==> config.mk <==
export PLATFORM = sky130hd
export DESIGN_NAME = yuv420_supercover_line
export DESIGN_NICKNAME = d
export VERILOG_FILES = /design/src/sv/ysl_pkg.sv /design/src/sv/ysl_front.sv /design/src/sv/ysl_queue.sv /design/src/sv/ysl_back.sv /design/src/sv/yuv420_supercover_line.sv
export VERILOG_INCLUDE_DIRS = /design/src /design/src/sv
export SDC_FILE = /design/constraint.sdc
export NUM_CORES = 2
export LEC_CHECK = 0
export ABC_CLOCK_PERIOD_IN_PS = 15300
export CAP_MARGIN = 20
export CORE_ASPECT_RATIO = 0.8
export CORE_UTILIZATION = 45
export CTS_CLUSTER_SIZE = 24
export DETAILED_ROUTE_END_ITERATION = 6
export DONT_BUFFER_PORTS = 1
export GPL_TIMING_DRIVEN = 1
export PLACE_DENSITY = 0.61
export SLEW_MARGIN = 20
export SYNTH_ARGS = -nofsm -noshare
export SYNTH_HDL_FRONTEND = slang
export SYNTH_SLANG_ARGS = --single-unit
==> constraint.sdc <==
create_clock -name clk -period 15.3 [get_ports clk]
set_input_delay 3.825 -clock clk [delete_from_list [all_inputs] [get_ports clk]]
set_output_delay 3.825 -clock clk [all_outputs]
set_load 0.05 [all_outputs]
==> src/sv/yuv420_supercover_line_defines.svh <==
// Assertion macros shared by the supercover line generator.
`ifndef YUV420_SUPERCOVER_LINE_DEFINES_SVH
`define YUV420_SUPERCOVER_LINE_DEFINES_SVH

// Consequent checked in the same cycle as the antecedent.
`define YSL_ASSERT_SAME(label, clock, resetn, ante, cons, msg) \
    label: assert property (@(posedge clock) disable iff (!resetn) (ante) |-> (cons)) \
        else $error(msg);

// Consequent checked in the cycle after the antecedent.
`define YSL_ASSERT_NEXT(label, clock, resetn, ante, cons, msg) \
    label: assert property (@(posedge clock) disable iff (!resetn) (ante) |=> (cons)) \
        else $error(msg);

`endif

==> src/sv/ysl_pkg.sv <==
// Types and constants shared by the supercover line generator.
`timescale 1ns / 1ps

package ysl_pkg;

    localparam int COORD_W     = 13;
    localparam int ERR_W       = 16;
    localparam int ADDR_W      = 25;
    localparam int COLOR_W     = 24;
    localparam int PTS         = 3;
    localparam int CNT_W       = 2;
    localparam int QUEUE_DEPTH = 4;
    localparam int QPTR_W      = 2;
    localparam int QCNT_W      = 3;
    localparam int IN_DATA_W   = 80;
    localparam int OUT_DATA_W  = 128;

    localparam logic [COORD_W-1:0] MAX_DIM      = 13'd4096;
    localparam logic [COORD_W-1:0] RESET_WIDTH  = 13'd352;
    localparam logic [COORD_W-1:0] RESET_HEIGHT = 13'd288;
    localparam logic [ADDR_W-1:0]  RESET_SIZE   = 25'd101376;
    localparam logic [ADDR_W-1:0]  RESET_VBASE  = 25'd126720;

    // configuration register indexes
    localparam logic [1:0] REG_WIDTH  = 2'd0;
    localparam logic [1:0] REG_HEIGHT = 2'd1;

    typedef enum logic [2:0] {
        KIND_POINT  = 3'd0,
        KIND_ACCEPT = 3'd1,
        KIND_REJECT = 3'd2,
        KIND_IDLE   = 3'd3,
        KIND_FINISH = 3'd4
    } kind_t;

    typedef enum logic {
        ACT_LOAD = 1'b0,
        ACT_STEP = 1'b1
    } action_t;

    // one classified input item: its kind and the points it writes
    typedef struct packed {
        kind_t                          kind;
        logic [CNT_W-1:0]               cnt;
        logic [PTS-1:0][COORD_W-1:0]    px;
        logic [PTS-1:0][COORD_W-1:0]    py;
        logic [COLOR_W-1:0]             color;
    } job_t;

    typedef struct packed {
        logic [COORD_W-1:0] width;
        logic [COORD_W-1:0] height;
        logic [ADDR_W-1:0]  size;
        logic [ADDR_W-1:0]  vbase;
    } geom_t;

    typedef struct packed {
        logic [QCNT_W-1:0] count;
        logic              full;
        logic              empty;
    } queue_stat_t;

endpackage

==> src/sv/ysl_front.sv <==
// Front end: accepts items, keeps the line state and classifies each step.
`timescale 1ns / 1ps

module ysl_front import ysl_pkg::*;
(
    input  logic                    clk,
    input  logic                    rst_n,
    input  logic                    s_axis_tvalid,
    output logic                    s_axis_tready,
    // start_x, start_y, end_x, end_y, luma_in, cb_in, cr_in, zero pad
    input  logic [IN_DATA_W-1:0]    s_axis_tdata,
    // action
    input  logic                    s_axis_tuser,
    input  geom_t                   geom,
    input  queue_stat_t             q_stat,
    output logic                    push,
    output job_t                    push_job
);

    logic                   active_reg, active_next;
    logic [COORD_W-1:0]     cx_reg, cx_next, cy_reg, cy_next;
    logic [COORD_W-1:0]     steps_reg, steps_next;
    logic [ERR_W-1:0]       errn_reg, errn_next, errp_reg, errp_next;
    logic [COORD_W-1:0]     dmaj_reg, dmaj_next, dmin_reg, dmin_next;
    logic                   xneg_reg, xneg_next, yneg_reg, yneg_next;
    logic                   xmaj_reg, xmaj_next;
    logic [COLOR_W-1:0]     color_reg, color_next;

    logic                   accept;
    logic [COORD_W-1:0]     sx, sy, ex, ey;
    logic                   ld_xneg, ld_yneg, ld_xmaj, ld_reject;
    logic [COORD_W-1:0]     ld_dx, ld_dy;

    logic [COORD_W:0]       two_maj, two_min;
    logic [ERR_W-1:0]       e1, e2;
    logic [ERR_W:0]         err_sum;
    logic                   diag, c_min, c_maj;
    logic [COORD_W-1:0]     mx, my, nx, ny;
    logic [COORD_W-1:0]     mb_x, mb_y, jb_x, jb_y;

    function automatic logic [COORD_W-1:0] move_coord(input logic [COORD_W-1:0] v,
                                                      input logic neg);
        return neg ? v - 1'b1 : v + 1'b1;
    endfunction

    assign s_axis_tready = !q_stat.full;
    assign accept        = s_axis_tvalid && s_axis_tready;
    assign push          = accept;

    assign sx = s_axis_tdata[12:0];
    assign sy = s_axis_tdata[25:13];
    assign ex = s_axis_tdata[38:26];
    assign ey = s_axis_tdata[51:39];

    // load: bounds check, direction and major axis
    assign ld_reject = (sx > geom.width) || (ex > geom.width) ||
                       (sy > geom.height) || (ey > geom.height);
    assign ld_xneg   = ex < sx;
    assign ld_yneg   = ey < sy;
    assign ld_dx     = ld_xneg ? sx - ex : ex - sx;
    assign ld_dy     = ld_yneg ? sy - ey : ey - sy;
    assign ld_xmaj   = ld_dx >= ld_dy;

    // step: doubled-delta error, diagonal test and corner selection
    assign two_maj = {dmaj_reg, 1'b0};
    assign two_min = {dmin_reg, 1'b0};
    assign e1      = errn_reg + {{(ERR_W-COORD_W-1){1'b0}}, two_min};
    assign diag    = e1 > {{(ERR_W-COORD_W-1){1'b0}}, two_maj};
    assign e2      = e1 - {{(ERR_W-COORD_W-1){1'b0}}, two_maj};
    assign err_sum = {1'b0, e2} + {1'b0, errp_reg};
    assign c_min   = err_sum <= {{(ERR_W-COORD_W){1'b0}}, two_maj};
    assign c_maj   = err_sum >= {{(ERR_W-COORD_W){1'b0}}, two_maj};

    assign mx = move_coord(cx_reg, xneg_reg);
    assign my = move_coord(cy_reg, yneg_reg);
    assign nx = (xmaj_reg || diag)  ? mx : cx_reg;
    assign ny = (!xmaj_reg || diag) ? my : cy_reg;

    // minor-back corner: major new, minor old; major-back: the other way round
    assign mb_x = xmaj_reg ? nx : cx_reg;
    assign mb_y = xmaj_reg ? cy_reg : ny;
    assign jb_x = xmaj_reg ? cx_reg : nx;
    assign jb_y = xmaj_reg ? ny : cy_reg;

    always_comb
    begin
        active_next = active_reg;
        cx_next     = cx_reg;
        cy_next     = cy_reg;
        steps_next  = steps_reg;
        errn_next   = errn_reg;
        errp_next   = errp_reg;
        dmaj_next   = dmaj_reg;
        dmin_next   = dmin_reg;
        xneg_next   = xneg_reg;
        yneg_next   = yneg_reg;
        xmaj_next   = xmaj_reg;
        color_next  = color_reg;
        push_job    = '0;
        push_job.kind = KIND_IDLE;
        push_job.cnt  = 2'd1;
        if (accept)
        begin
            if (action_t'(s_axis_tuser) == ACT_LOAD)
            begin
                if (ld_reject)
                begin
                    active_next   = 1'b0;
                    push_job.kind = KIND_REJECT;
                end
                else
                begin
                    active_next   = 1'b1;
                    xneg_next     = ld_xneg;
                    yneg_next     = ld_yneg;
                    xmaj_next     = ld_xmaj;
                    dmaj_next     = ld_xmaj ? ld_dx : ld_dy;
                    dmin_next     = ld_xmaj ? ld_dy : ld_dx;
                    errn_next     = {{(ERR_W-COORD_W){1'b0}}, dmaj_next};
                    errp_next     = {{(ERR_W-COORD_W){1'b0}}, dmaj_next};
                    steps_next    = dmaj_next;
                    cx_next       = sx;
                    cy_next       = sy;
                    // luma in the top byte, then U, then V
                    color_next    = {s_axis_tdata[59:52], s_axis_tdata[67:60],
                                     s_axis_tdata[75:68]};
                    push_job.kind = KIND_ACCEPT;
                end
            end
            else if (!active_reg)
            begin
                push_job.kind = KIND_IDLE;
            end
            else if (steps_reg == '0)
            begin
                active_next   = 1'b0;
                push_job.kind = KIND_FINISH;
            end
            else
            begin
                cx_next        = nx;
                cy_next        = ny;
                errn_next      = diag ? e2 : e1;
                errp_next      = diag ? e2 : e1;
                steps_next     = steps_reg - 1'b1;
                push_job.kind  = KIND_POINT;
                push_job.color = color_reg;
                push_job.px[0] = nx;
                push_job.py[0] = ny;
                if (diag)
                begin
                    if (c_min && c_maj)
                    begin
                        push_job.cnt   = 2'd3;
                        push_job.px[0] = mb_x;
                        push_job.py[0] = mb_y;
                        push_job.px[1] = jb_x;
                        push_job.py[1] = jb_y;
                        push_job.px[2] = nx;
                        push_job.py[2] = ny;
                    end
                    else if (c_min)
                    begin
                        push_job.cnt   = 2'd2;
                        push_job.px[0] = mb_x;
                        push_job.py[0] = mb_y;
                        push_job.px[1] = nx;
                        push_job.py[1] = ny;
                    end
                    else
                    begin
                        push_job.cnt   = 2'd2;
                        push_job.px[0] = jb_x;
                        push_job.py[0] = jb_y;
                        push_job.px[1] = nx;
                        push_job.py[1] = ny;
                    end
                end
            end
        end
    end

    always_ff @(posedge clk or negedge rst_n)
    begin
        if (!rst_n)
        begin
            active_reg <= 1'b0;
            cx_reg     <= '0;
            cy_reg     <= '0;
            steps_reg  <= '0;
            errn_reg   <= '0;
            errp_reg   <= '0;
            dmaj_reg   <= '0;
            dmin_reg   <= '0;
            xneg_reg   <= 1'b0;
            yneg_reg   <= 1'b0;
            xmaj_reg   <= 1'b1;
            color_reg  <= '0;
        end
        else
        begin
            active_reg <= active_next;
            cx_reg     <= cx_next;
            cy_reg     <= cy_next;
            steps_reg  <= steps_next;
            errn_reg   <= errn_next;
            errp_reg   <= errp_next;
            dmaj_reg   <= dmaj_next;
            dmin_reg   <= dmin_next;
            xneg_reg   <= xneg_next;
            yneg_reg   <= yneg_next;
            xmaj_reg   <= xmaj_next;
            color_reg  <= color_next;
        end
    end

endmodule

==> src/sv/ysl_queue.sv <==
// Short job queue between the front end and the point writer.
`timescale 1ns / 1ps

module ysl_queue import ysl_pkg::*;
(
    input  logic        clk,
    input  logic        rst_n,
    input  logic        push,
    input  job_t        push_job,
    input  logic        pop,
    output job_t        head,
    output queue_stat_t stat
);

    job_t               mem_reg [QUEUE_DEPTH];
    logic [QPTR_W-1:0]  wr_ptr_reg, wr_ptr_next, rd_ptr_reg, rd_ptr_next;
    logic [QCNT_W-1:0]  count_reg, count_next;

    assign head       = mem_reg[rd_ptr_reg];
    assign stat.count = count_reg;
    assign stat.full  = count_reg == QCNT_W'(QUEUE_DEPTH);
    assign stat.empty = count_reg == '0;

    always_comb
    begin
        wr_ptr_next = push ? wr_ptr_reg + 1'b1 : wr_ptr_reg;
        rd_ptr_next = pop  ? rd_ptr_reg + 1'b1 : rd_ptr_reg;
        count_next  = count_reg;
        if (push && !pop)
            count_next = count_reg + 1'b1;
        else if (pop && !push)
            count_next = count_reg - 1'b1;
    end

    always_ff @(posedge clk)
    begin
        if (push)
            mem_reg[wr_ptr_reg] <= push_job;
    end

    always_ff @(posedge clk or negedge rst_n)
    begin
        if (!rst_n)
        begin
            wr_ptr_reg <= '0;
            rd_ptr_reg <= '0;
            count_reg  <= '0;
        end
        else
        begin
            wr_ptr_reg <= wr_ptr_next;
            rd_ptr_reg <= rd_ptr_next;
            count_reg  <= count_next;
        end
    end

endmodule

==> src/sv/ysl_back.sv <==
// Back end: expands jobs into results and computes the plane addresses.
`timescale 1ns / 1ps

module ysl_back import ysl_pkg::*;
(
    input  logic                    clk,
    input  logic                    rst_n,
    input  geom_t                   geom,
    input  job_t                    head,
    input  queue_stat_t             q_stat,
    output logic                    pop,
    output logic                    m_axis_tvalid,
    input  logic                    m_axis_tready,
    // point_x, point_y, luma_addr, u_addr, v_addr, luma_out, cb_out, cr_out, zero pad
    output logic [OUT_DATA_W-1:0]   m_axis_tdata,
    // kind
    output logic [2:0]              m_axis_tuser,
    output logic                    m_axis_tlast
);

    logic                       en, issue, cur_last;
    logic [CNT_W-1:0]           idx_reg, idx_next;
    logic [2*COORD_W-1:0]       lprod_full;
    logic [2*COORD_W-3:0]       cprod_full;

    // stage 1: selected point
    logic                       s1_valid_reg;
    kind_t                      s1_kind_reg;
    logic                       s1_last_reg;
    logic [COORD_W-1:0]         s1_x_reg, s1_y_reg;
    logic [COLOR_W-1:0]         s1_color_reg;
    // stage 2: products
    logic                       s2_valid_reg;
    kind_t                      s2_kind_reg;
    logic                       s2_last_reg;
    logic [COORD_W-1:0]         s2_x_reg, s2_y_reg;
    logic [COLOR_W-1:0]         s2_color_reg;
    logic [ADDR_W-1:0]          s2_lprod_reg;
    logic [2*COORD_W-3:0]       s2_cprod_reg;
    // stage 3: luma address and chroma offset
    logic                       s3_valid_reg;
    kind_t                      s3_kind_reg;
    logic                       s3_last_reg;
    logic [COORD_W-1:0]         s3_x_reg, s3_y_reg;
    logic [COLOR_W-1:0]         s3_color_reg;
    logic [ADDR_W-1:0]          s3_laddr_reg, s3_chroma_reg;
    // output register
    logic                       out_valid_reg;
    kind_t                      out_kind_reg;
    logic                       out_last_reg;
    logic [COORD_W-1:0]         out_x_reg, out_y_reg;
    logic [COLOR_W-1:0]         out_color_reg;
    logic [ADDR_W-1:0]          out_laddr_reg, out_u_reg, out_v_reg;
    logic                       s3_is_point;

    assign en       = !out_valid_reg || m_axis_tready;
    assign issue    = en && !q_stat.empty;
    assign cur_last = idx_reg == head.cnt - 1'b1;
    assign pop      = issue && cur_last;
    assign idx_next = issue ? (cur_last ? '0 : idx_reg + 1'b1) : idx_reg;

    assign lprod_full  = s1_y_reg * geom.width;
    assign cprod_full  = s1_y_reg[COORD_W-1:1] * geom.width[COORD_W-1:1];
    assign s3_is_point = s3_kind_reg == KIND_POINT;

    always_ff @(posedge clk or negedge rst_n)
    begin
        if (!rst_n)
        begin
            idx_reg       <= '0;
            s1_valid_reg  <= 1'b0;
            s2_valid_reg  <= 1'b0;
            s3_valid_reg  <= 1'b0;
            out_valid_reg <= 1'b0;
        end
        else
        begin
            idx_reg <= idx_next;
            if (en)
            begin
                s1_valid_reg  <= issue;
                s2_valid_reg  <= s1_valid_reg;
                s3_valid_reg  <= s2_valid_reg;
                out_valid_reg <= s3_valid_reg;
            end
        end
    end

    always_ff @(posedge clk)
    begin
        if (en)
        begin
            s1_kind_reg   <= head.kind;
            s1_last_reg   <= cur_last;
            s1_x_reg      <= head.px[idx_reg];
            s1_y_reg      <= head.py[idx_reg];
            s1_color_reg  <= head.color;

            s2_kind_reg   <= s1_kind_reg;
            s2_last_reg   <= s1_last_reg;
            s2_x_reg      <= s1_x_reg;
            s2_y_reg      <= s1_y_reg;
            s2_color_reg  <= s1_color_reg;
            s2_lprod_reg  <= lprod_full[ADDR_W-1:0];
            s2_cprod_reg  <= cprod_full;

            s3_kind_reg   <= s2_kind_reg;
            s3_last_reg   <= s2_last_reg;
            s3_x_reg      <= s2_x_reg;
            s3_y_reg      <= s2_y_reg;
            s3_color_reg  <= s2_color_reg;
            s3_laddr_reg  <= s2_lprod_reg + {{(ADDR_W-COORD_W){1'b0}}, s2_x_reg};
            s3_chroma_reg <= {1'b0, s2_cprod_reg}
                           + {{(ADDR_W-COORD_W+1){1'b0}}, s2_x_reg[COORD_W-1:1]};

            // status results carry zeros in every data field
            out_kind_reg  <= s3_kind_reg;
            out_last_reg  <= s3_last_reg;
            out_x_reg     <= s3_x_reg;
            out_y_reg     <= s3_y_reg;
            out_color_reg <= s3_color_reg;
            out_laddr_reg <= s3_is_point ? s3_laddr_reg : '0;
            out_u_reg     <= s3_is_point ? geom.size + s3_chroma_reg : '0;
            out_v_reg     <= s3_is_point ? geom.vbase + s3_chroma_reg : '0;
        end
    end

    assign m_axis_tvalid = out_valid_reg;
    assign m_axis_tuser  = out_kind_reg;
    assign m_axis_tlast  = out_last_reg;
    assign m_axis_tdata  = {3'b000, out_color_reg[7:0], out_color_reg[15:8],
                            out_color_reg[23:16], out_v_reg, out_u_reg, out_laddr_reg,
                            out_y_reg, out_x_reg};

endmodule

==> src/sv/yuv420_supercover_line.sv <==
// Supercover line generator for a planar YUV420 frame: top level.
//
// Draws a supercover (Bresenham with corner points) line into a YUV420 frame
// one major-axis step at a time. A load item (tuser 0) checks both endpoints
// against the width and height registers (a coordinate equal to the dimension
// is allowed) and answers with one result of kind "accepted" or "rejected". Each
// advance item (tuser 1) answers with the corner points of the step (none,
// one, or both when the error sits exactly on the diagonal) followed by the
// main point; the start point is never written, the end point is. An advance
// with no line gives "idle", one past the end gives "finished". Each point
// carries its luma, U and V byte addresses (modulo 2^25) and the colour bytes.
// Timing: the front end takes one item per clock while its four-entry job
// queue has room; the point writer issues one result per clock while the
// output accepts and the queue holds a job. A load or a plain step causes
// one result, a corner step up to three. The output port limits the rate.
// An accepted item passes the queue, point select, multiply, add and output
// register before its first result. A configuration write reaches the
// bounds check through the width and height registers; the derived plane
// size and V base follow through their own registers. tready on the input
// falls only when the job queue is full.
`timescale 1ns / 1ps
`include "yuv420_supercover_line_defines.svh"

module yuv420_supercover_line import ysl_pkg::*;
(
    input  logic                    clk,
    input  logic                    rst_n,
    // input items
    input  logic                    s_axis_tvalid,
    output logic                    s_axis_tready,
    // start_x, start_y, end_x, end_y, luma_in, cb_in, cr_in, zero pad
    input  logic [IN_DATA_W-1:0]    s_axis_tdata,
    // action
    input  logic                    s_axis_tuser,
    // result items
    output logic                    m_axis_tvalid,
    input  logic                    m_axis_tready,
    // point_x, point_y, luma_addr, u_addr, v_addr, luma_out, cb_out, cr_out, zero pad
    output logic [OUT_DATA_W-1:0]   m_axis_tdata,
    // kind
    output logic [2:0]              m_axis_tuser,
    output logic                    m_axis_tlast,
    // configuration writes
    input  logic                    cfg_valid,
    output logic                    cfg_ready,
    input  logic [1:0]              cfg_index,
    input  logic [COORD_W-1:0]      cfg_data
);

    logic [COORD_W-1:0]     width_reg, width_next, height_reg, height_next;
    logic [ADDR_W-1:0]      size_reg, size_next, vbase_reg, vbase_next;
    logic [2*COORD_W-1:0]   size_full;
    logic [COORD_W-1:0]     cfg_sat;
    logic                   cfg_we;
    geom_t                  geom;

    logic                   push, pop;
    job_t                   push_job, head;
    queue_stat_t            q_stat;

    logic                   in_acc, status_out;

    // ---------------- configuration and frame geometry ----------------
    assign cfg_ready = 1'b1;
    assign cfg_we    = cfg_valid && cfg_ready;
    // dimensions above the supported maximum saturate
    assign cfg_sat   = (cfg_data > MAX_DIM) ? MAX_DIM : cfg_data;

    assign width_next  = (cfg_we && cfg_index == REG_WIDTH)  ? cfg_sat : width_reg;
    assign height_next = (cfg_we && cfg_index == REG_HEIGHT) ? cfg_sat : height_reg;

    // luma plane size and V plane base, W*H and W*H + W*H/4
    assign size_full  = width_reg * height_reg;
    assign size_next  = size_full[ADDR_W-1:0];
    assign vbase_next = size_reg + {2'b00, size_reg[ADDR_W-1:2]};

    always_ff @(posedge clk or negedge rst_n)
    begin
        if (!rst_n)
        begin
            width_reg  <= RESET_WIDTH;
            height_reg <= RESET_HEIGHT;
            size_reg   <= RESET_SIZE;
            vbase_reg  <= RESET_VBASE;
        end
        else
        begin
            width_reg  <= width_next;
            height_reg <= height_next;
            size_reg   <= size_next;
            vbase_reg  <= vbase_next;
        end
    end

    assign geom.width  = width_reg;
    assign geom.height = height_reg;
    assign geom.size   = size_reg;
    assign geom.vbase  = vbase_reg;

    // ---------------- front end: accept and classify ----------------
    ysl_front u_front (
        .clk           (clk),
        .rst_n         (rst_n),
        .s_axis_tvalid (s_axis_tvalid),
        .s_axis_tready (s_axis_tready),
        .s_axis_tdata  (s_axis_tdata),
        .s_axis_tuser  (s_axis_tuser),
        .geom          (geom),
        .q_stat        (q_stat),
        .push          (push),
        .push_job      (push_job)
    );

    // ---------------- job queue ----------------
    ysl_queue u_queue (
        .clk      (clk),
        .rst_n    (rst_n),
        .push     (push),
        .push_job (push_job),
        .pop      (pop),
        .head     (head),
        .stat     (q_stat)
    );

    // ---------------- back end: points and addresses ----------------
    ysl_back u_back (
        .clk           (clk),
        .rst_n         (rst_n),
        .geom          (geom),
        .head          (head),
        .q_stat        (q_stat),
        .pop           (pop),
        .m_axis_tvalid (m_axis_tvalid),
        .m_axis_tready (m_axis_tready),
        .m_axis_tdata  (m_axis_tdata),
        .m_axis_tuser  (m_axis_tuser),
        .m_axis_tlast  (m_axis_tlast)
    );

    // ---------------- assertions ----------------
    assign in_acc     = s_axis_tvalid && s_axis_tready;
    assign status_out = m_axis_tvalid && (m_axis_tuser != KIND_POINT);

    `YSL_ASSERT_NEXT(a_push_lands, clk, rst_n, in_acc, q_stat.count != '0, "item not queued")
    `YSL_ASSERT_SAME(a_status_last, clk, rst_n, status_out, m_axis_tlast, "status without tlast")
    `YSL_ASSERT_SAME(a_status_zero, clk, rst_n, status_out, m_axis_tdata == '0, "status data set")

endmodule

# Word level (Yosys, flattened, before mapping)
# Memory sizes are Yosys's and may differ from the RTL's.
# Cells that the tools add are included.
# word_totals
regBits	588
mem_bits_rw	428
in_bits	101
out_inout_bits	135
wordCells	183
mem_count	1
# classes
addsub	23
mul	3
n_lt_le_gt_ge	12
eq_ne	6
mux	59
n_bitwise	2
reduce_logical	27
# mem_list
name	depth	word_bits	read_ports	rd_clocked_by_memory_dff	wr	line	text
u_queue.mem_reg	4	107	1	0	1	ysl_queue.sv:15	job_t mem_reg [QUEUE_DEPTH];
# ops
cell	n
$mux 13	31
$mux 104	3
$mux 107	1
$mux 16	5
$mux 80	1
$bmux 13 s2	2
$gt 13x13->1	4
$mux 26	2
$sub 13x13->13	4
$add 25x25->25	2
$mul 13x13->25	2
$sub 13x1->13 const B	3
$add 13x1->13 const B	2
$lt 13x13->1	2
$add 24x12->25	1
$add 25x13->25	1
$add 25x23->25	1
$mul 12x12->24	1
$add 16x16->17	1
$ge 17x14->1	1
$le 17x14->1	1
$add 16x14->16	1
$gt 16x14->1	1
$sub 16x14->16	1
other kinds (25)	58

# Depth between registers and ports, before layout
# depth
word_depth	12
depth_mapped	32
depth_no_buf	31

# Hierarchy
# Synthesis repeated with hierarchy kept, for this count alone.
# unflattened
hier_cells	5370
area_unflattened_um2	62912.8
# modules_own_cells
module	n_inst	cells_each	area_per_inst_um2	seq_area_each_um2
ysl_back	1	2047	24497.2	11861.4
ysl_queue	1	593	15796.4	13027.5
ysl_front	1	1730	13476.7	2728.9
yuv420_supercover_line	1	1000	9142.5	1923.1

# Worst setup path after synthesis
# OpenSTA, ideal clock, no wires.
# synth_path
kind	input -> register
from	input m_axis_tready
to	register u_queue.count_reg[1]
setup_ns	0.125
t_arrival_ns	15.352
required_time_ns	15.175
setup_slack_ns	-0.176
path_stages	8
n_path_buf	0
cell_sequence	nand2b_1 inv_1 nor2_1 nand2_1 ha_1 inv_1 fa_1 mux2_2
# synth_via
elab_chain_len	6
word_cells_on_any_way	8
classes_between	mux: 1; reduce/logical: 7
# synth_rtl
element	line	text
start: declaration	yuv420_supercover_line.sv:37	input logic m_axis_tready,
$logic_or 1x1->1	ysl_back.sv:56	assign en = !out_valid_reg || m_axis_tready;
$logic_and 1x1->1	ysl_back.sv:57	assign issue = en && !q_stat.empty;
$logic_and 1x1->1	ysl_back.sv:59	assign pop = issue && cur_last;
$logic_not 1->1	ysl_queue.sv:29	if (push && !pop)
$logic_and 1x1->1	ysl_queue.sv:29	
$mux 3	ysl_queue.sv:29	
net u_queue.count_next[1]	ysl_queue.sv:17	logic [QCNT_W-1:0] count_reg, count_next;
end signal: assignment	ysl_queue.sv:53	count_reg <= count_next;
end: declaration	ysl_queue.sv:17	
# The timed path passes the listed nets, and every way through them passes these cells.
# A chain may end at the register's enable or synchronous reset.

# Final worst setup path
# layout_path
from	input s_axis_tdata[16]
to	register u_front.steps_reg[3]
# layout_via
elab_chain_len	6
word_cells_on_any_way	13
classes_between	add/sub: 2; order compare: 3; eq/ne: 1; mux: 4; reduce/logical: 3
# layout_rtl
element	line	text
start: declaration	yuv420_supercover_line.sv:32	input logic [IN_DATA_W-1:0] s_axis_tdata,
$sub 13x13->13 / $lt 13x13->1 (equally long branches)	ysl_front.sv:61, ysl_front.sv:59	
$mux 13	ysl_front.sv:61	assign ld_dy = ld_yneg ? sy - ey : ey - sy;
$ge 13x13->1	ysl_front.sv:62	assign ld_xmaj = ld_dx >= ld_dy;
$mux 13	ysl_front.sv:117	dmaj_next = ld_xmaj ? ld_dx : ld_dy;
$mux 13	ysl_front.sv:106	if (ld_reject)
$mux 13	ysl_front.sv:104	if (action_t'(s_axis_tuser) == ACT_LOAD)
end signal: assignment	ysl_front.sv:205	steps_reg <= steps_next;
end: declaration	ysl_front.sv:22	logic [COORD_W-1:0] steps_reg, steps_next;
# Several ways; a longest one is shown, not always the timed one. The select of a mux whose other input is x is not followed.

==> run summary <==
The time the final worst path needs with I/O delays and setup is 8.06 ns. Data arrives at the worst endpoint at 8.72 ns. The antenna violation net count after detailed routing is 0. In the final layout, the share of cells above drive strength 1 is 0.0845. For this run, asynchronously set or reset flops after synthesis account for 0.195. The final RePlAce weighted congestion is a little under 0.9. Buffers added to address setup during post-CTS repair amount to 0.

The register with the most flip-flops in the layout has roughly 430 of them. The most common cell type on the critical path is sky130_fd_sc_hd__a21oi_1. The largest net degree at the start of global routing is 199. By startpoint and endpoint, the worst setup path is classified as input port to flop. The synthesis-stage register bit count is 1016. The worst setup path is launched from an input port. After clock tree synthesis, the clock-pin slew on the worst setup and hold paths is 0.06 ns. The cell area after synthesis came out at between 0.06 and 0.07 mm².

The HPWL after detailed placement is 107000 µm. Dividing the detail-routed via count by the number of cells gives 5.55. The port buffer count is 0. The routed length per placed instance is 21.5 µm. The later pin in the worst-skew pair is clocked with a latency of 0.76 ns. The deepest level of the CTS H-tree came out at 3.

The clock tree root buffer cell is sky130_fd_sc_hd__clkbuf_16. The die is 415 µm wide. The final routed wirelength across all metal layers came out at approximately 150000 µm. The number of max-slew violations in the final report came out at 0. The flow ran to the end, and the final reports show no timing, DRC or antenna violations. The instance count of the mapped netlist is 5134. The critical path startpoint is s_axis_tdata[16]. The highest achievable clock rate is 0.124 GHz.

Leaving out fill and tap cells, the most frequent cell in the layout is sky130_fd_sc_hd__edfxtp_1. In this run the most critical hold path is launched from u_back.s2_y_reg[1]. The relative max-transition margin is 0.269. The count of unique library cells instantiated by Yosys came out at between 80 and 90. The initialized floorplan defines 120 standard-cell rows.

Yosys printed 0 warnings. The count of endpoints failing hold in the final timing report is 0. The effective utilization at floorplan came out at 0.456. Post-CTS repair changed the size of 0 cells.

Counting flops with a built-in enable in the synthesized netlist gives around 820. The maximum count of clock buffers along a single path is 3. The total vias in the final route is 38719. The largest fanout on the critical path is 17. The measured slew at the worst slew-check pin came out at approximately 1.1 ns. Setup repair after global routing left no endpoint under its margin. The number of fill cells in the layout is 11747. TritonCTS built the clock tree. The boundary pin count came out at roughly 240. The final total negative setup slack is 0 ns. The max-cap check violation count is 0. The number of iterations in the first detailed-routing pass is 5. Setup violations remaining at the end of the flow were counted as 0.

The CTS sink count came out at 1016. The total global routing track utilization is 0.219. Walking the worst path, the cells encountered are inv_1 > ha_1 > a21o_1 > a21oi_1 > a21oi_1 > o31ai_2 > o21a_1 > mux2i_1 > xnor2_1 > ha_1 > a21o_1 > a21o_1 > a21oi_1 > o21ai_0 > a21oi_1 > o21ai_2 > clkinv_1 > nor2_1 > a211oi_1 > a221o_1. The via count of the first global-routing pass came to 38475.

The highest-delay cell along the critical path is sky130_fd_sc_hd__a211oi_1. The number of clock buffers added by TritonCTS is 106. The min-delay analysis places its worst path in the category flop to flop. The number of hold-repair buffers added at the cts stage is 0. The DRC violation count after routing is 0. The detailed router's first-iteration violation count came out at between 3000 and 4000. The die area is 0.138 mm². A synthesized cell averages 11.9 µm². The initial antenna violation count came out at 8. The post-route clock period utilization is 0.527. The remaining global-route overflow came out at 0. The worst setup path is captured at a flop.

The top cell types in the final layout, fill and taps aside, are sky130_fd_sc_hd__edfxtp_1, sky130_fd_sc_hd__inv_1, sky130_fd_sc_hd__ha_1. The first global-routing pass estimated 232000 µm of wire. The final-stage net count is 5964. The core area is 0.135 mm². In the synthesized netlist the dominant register cell turns out to be sky130_fd_sc_hd__edfxtp_1. The startpoint identified for the worst register-to-register timing path is u_front.errn_reg[1].

The worst clock skew came out at 0.0596 ns. Compared with the post-synthesis result, the final layout area differs by 9.07%. The sequential fraction of the synthesis area came out at 0.482. The die is around 330 µm tall. In this design, the stage delay of the slowest critical-path cell is about 0.64 ns. The data required time of the worst path is 15.96 ns.
-- synth_stat cells (all sizes together) (9+ instances only) --
library cell  count  area (µm²)
edfxtp          818       24600
inv             549        2060
ha              468        5860
nand2           419        1590
nor2            316        1190
fa              289        5790
o21ai           228        1140
a21oi           202        1010
dfrtp           180        4500
xnor2           179        1580
and2            165        1030
clkbuf          145         544
mux4            107        2410
nand3           100         500
nor3             81         410
a21o             71         533
xor2             70         613
mux2i            65         651
nand2b           49         307
nor2b            48         300
mux2             47         533
a211oi           44         335
o21a             43         323
buf              42         208
o22ai            41         257
and3             39         244
o211ai           27         203
o21bai           27         203
or3              27         169
a31oi            24         150
o31ai            22         170
nand4            21         131
dfstp            18         473
or2              13        81.3
a22oi            12        90.1
o2111ai          12         105
a21boi           11        82.6
a2bb2oi           9        85.1
-- routing by layer --
layer  up-vias  share of wire  GRT usage
met3       170          0.063     0.0385
met2      1099           0.44      0.333
li1      18074              -          -
met1     19374           0.48      0.327
met4         2          0.020     0.0507
met5         -        0.00012          0
-- kinds of logic after synthesis --
| logic type | after synthesis | synth area share |
|---|---|---|
| AOI/OAI and AO/OA | 843 | 0.0873 |
| and+or+nand+nor | 1309 | 0.101 |
| DFF | 1016 | 0.482 |
| other | 2 | 0.000122 |
| xor gates and xnor gates | 249 | 0.0357 |
| adders and majority gates | 757 | 0.190 |
| buffers and inverters | 739 | 0.0460 |
| muxes | 219 | 0.0586 |
-- critical path: cells and delay by family --
| kind | cells | cell delay, ns |
|---|---|---|
| fa+ha+maj | 2 | 0.75 |
| buf+inv | 2 | 0.31 |
| mux | 1 | 0.15 |
| xor+xnor | 1 | 0.48 |
| simple gates | 1 | 0.07 |
| compound gates | 13 | 3.12 |
-- per-stage QoR --
stage	setup slack, ns	hold WS [ns]	utilization	area [µm²]	std cells
finish	7.24	0.390	0.497	66900	6971
global route	6.94	0.410	0.497	66900	6968
CTS	7.32	0.402	0.497	66900	6965
detailed placement	6.58	0.405	0.470	63300	6766
global placement	6.57	0.401	0.470	63300	6766
floorplan	4.62	0.400	-	61400	5136
-- final cells by class --
cell class	instances	area [µm²]	share of cell area
tap	1769	2210	0.0331
antenna	5	12.5	0.000187
timing repair buffer	49	372	0.00555
multi-input combinational	3381	29100	0.434
clock buffer	134	2890	0.0432
inverter	552	2070	0.0310
clock inverter	65	732	0.0109
sequential	1016	29500	0.442
-- final timing paths --
check / endpoint / cells past startpoint / slack, ns
setup / recovery: u_front.steps_reg[3] / 20 / 7.24
hold reg to reg: u_back.s3_y_reg[1] / 0 / 0.39
setup reg to reg: u_queue.mem_reg[0][61] / 20 / 7.52
max in group asynchronous: size_reg[19] / 0 / 11.91
hold / removal: u_back.s3_y_reg[1] / 0 / 0.39
min in group asynchronous: u_front.errn_reg[0] / 0 / 2.78
Power is left out: the tool's default activity adds up to more than one toggle a clock period on the data nets, which glitch-free logic cannot reach.
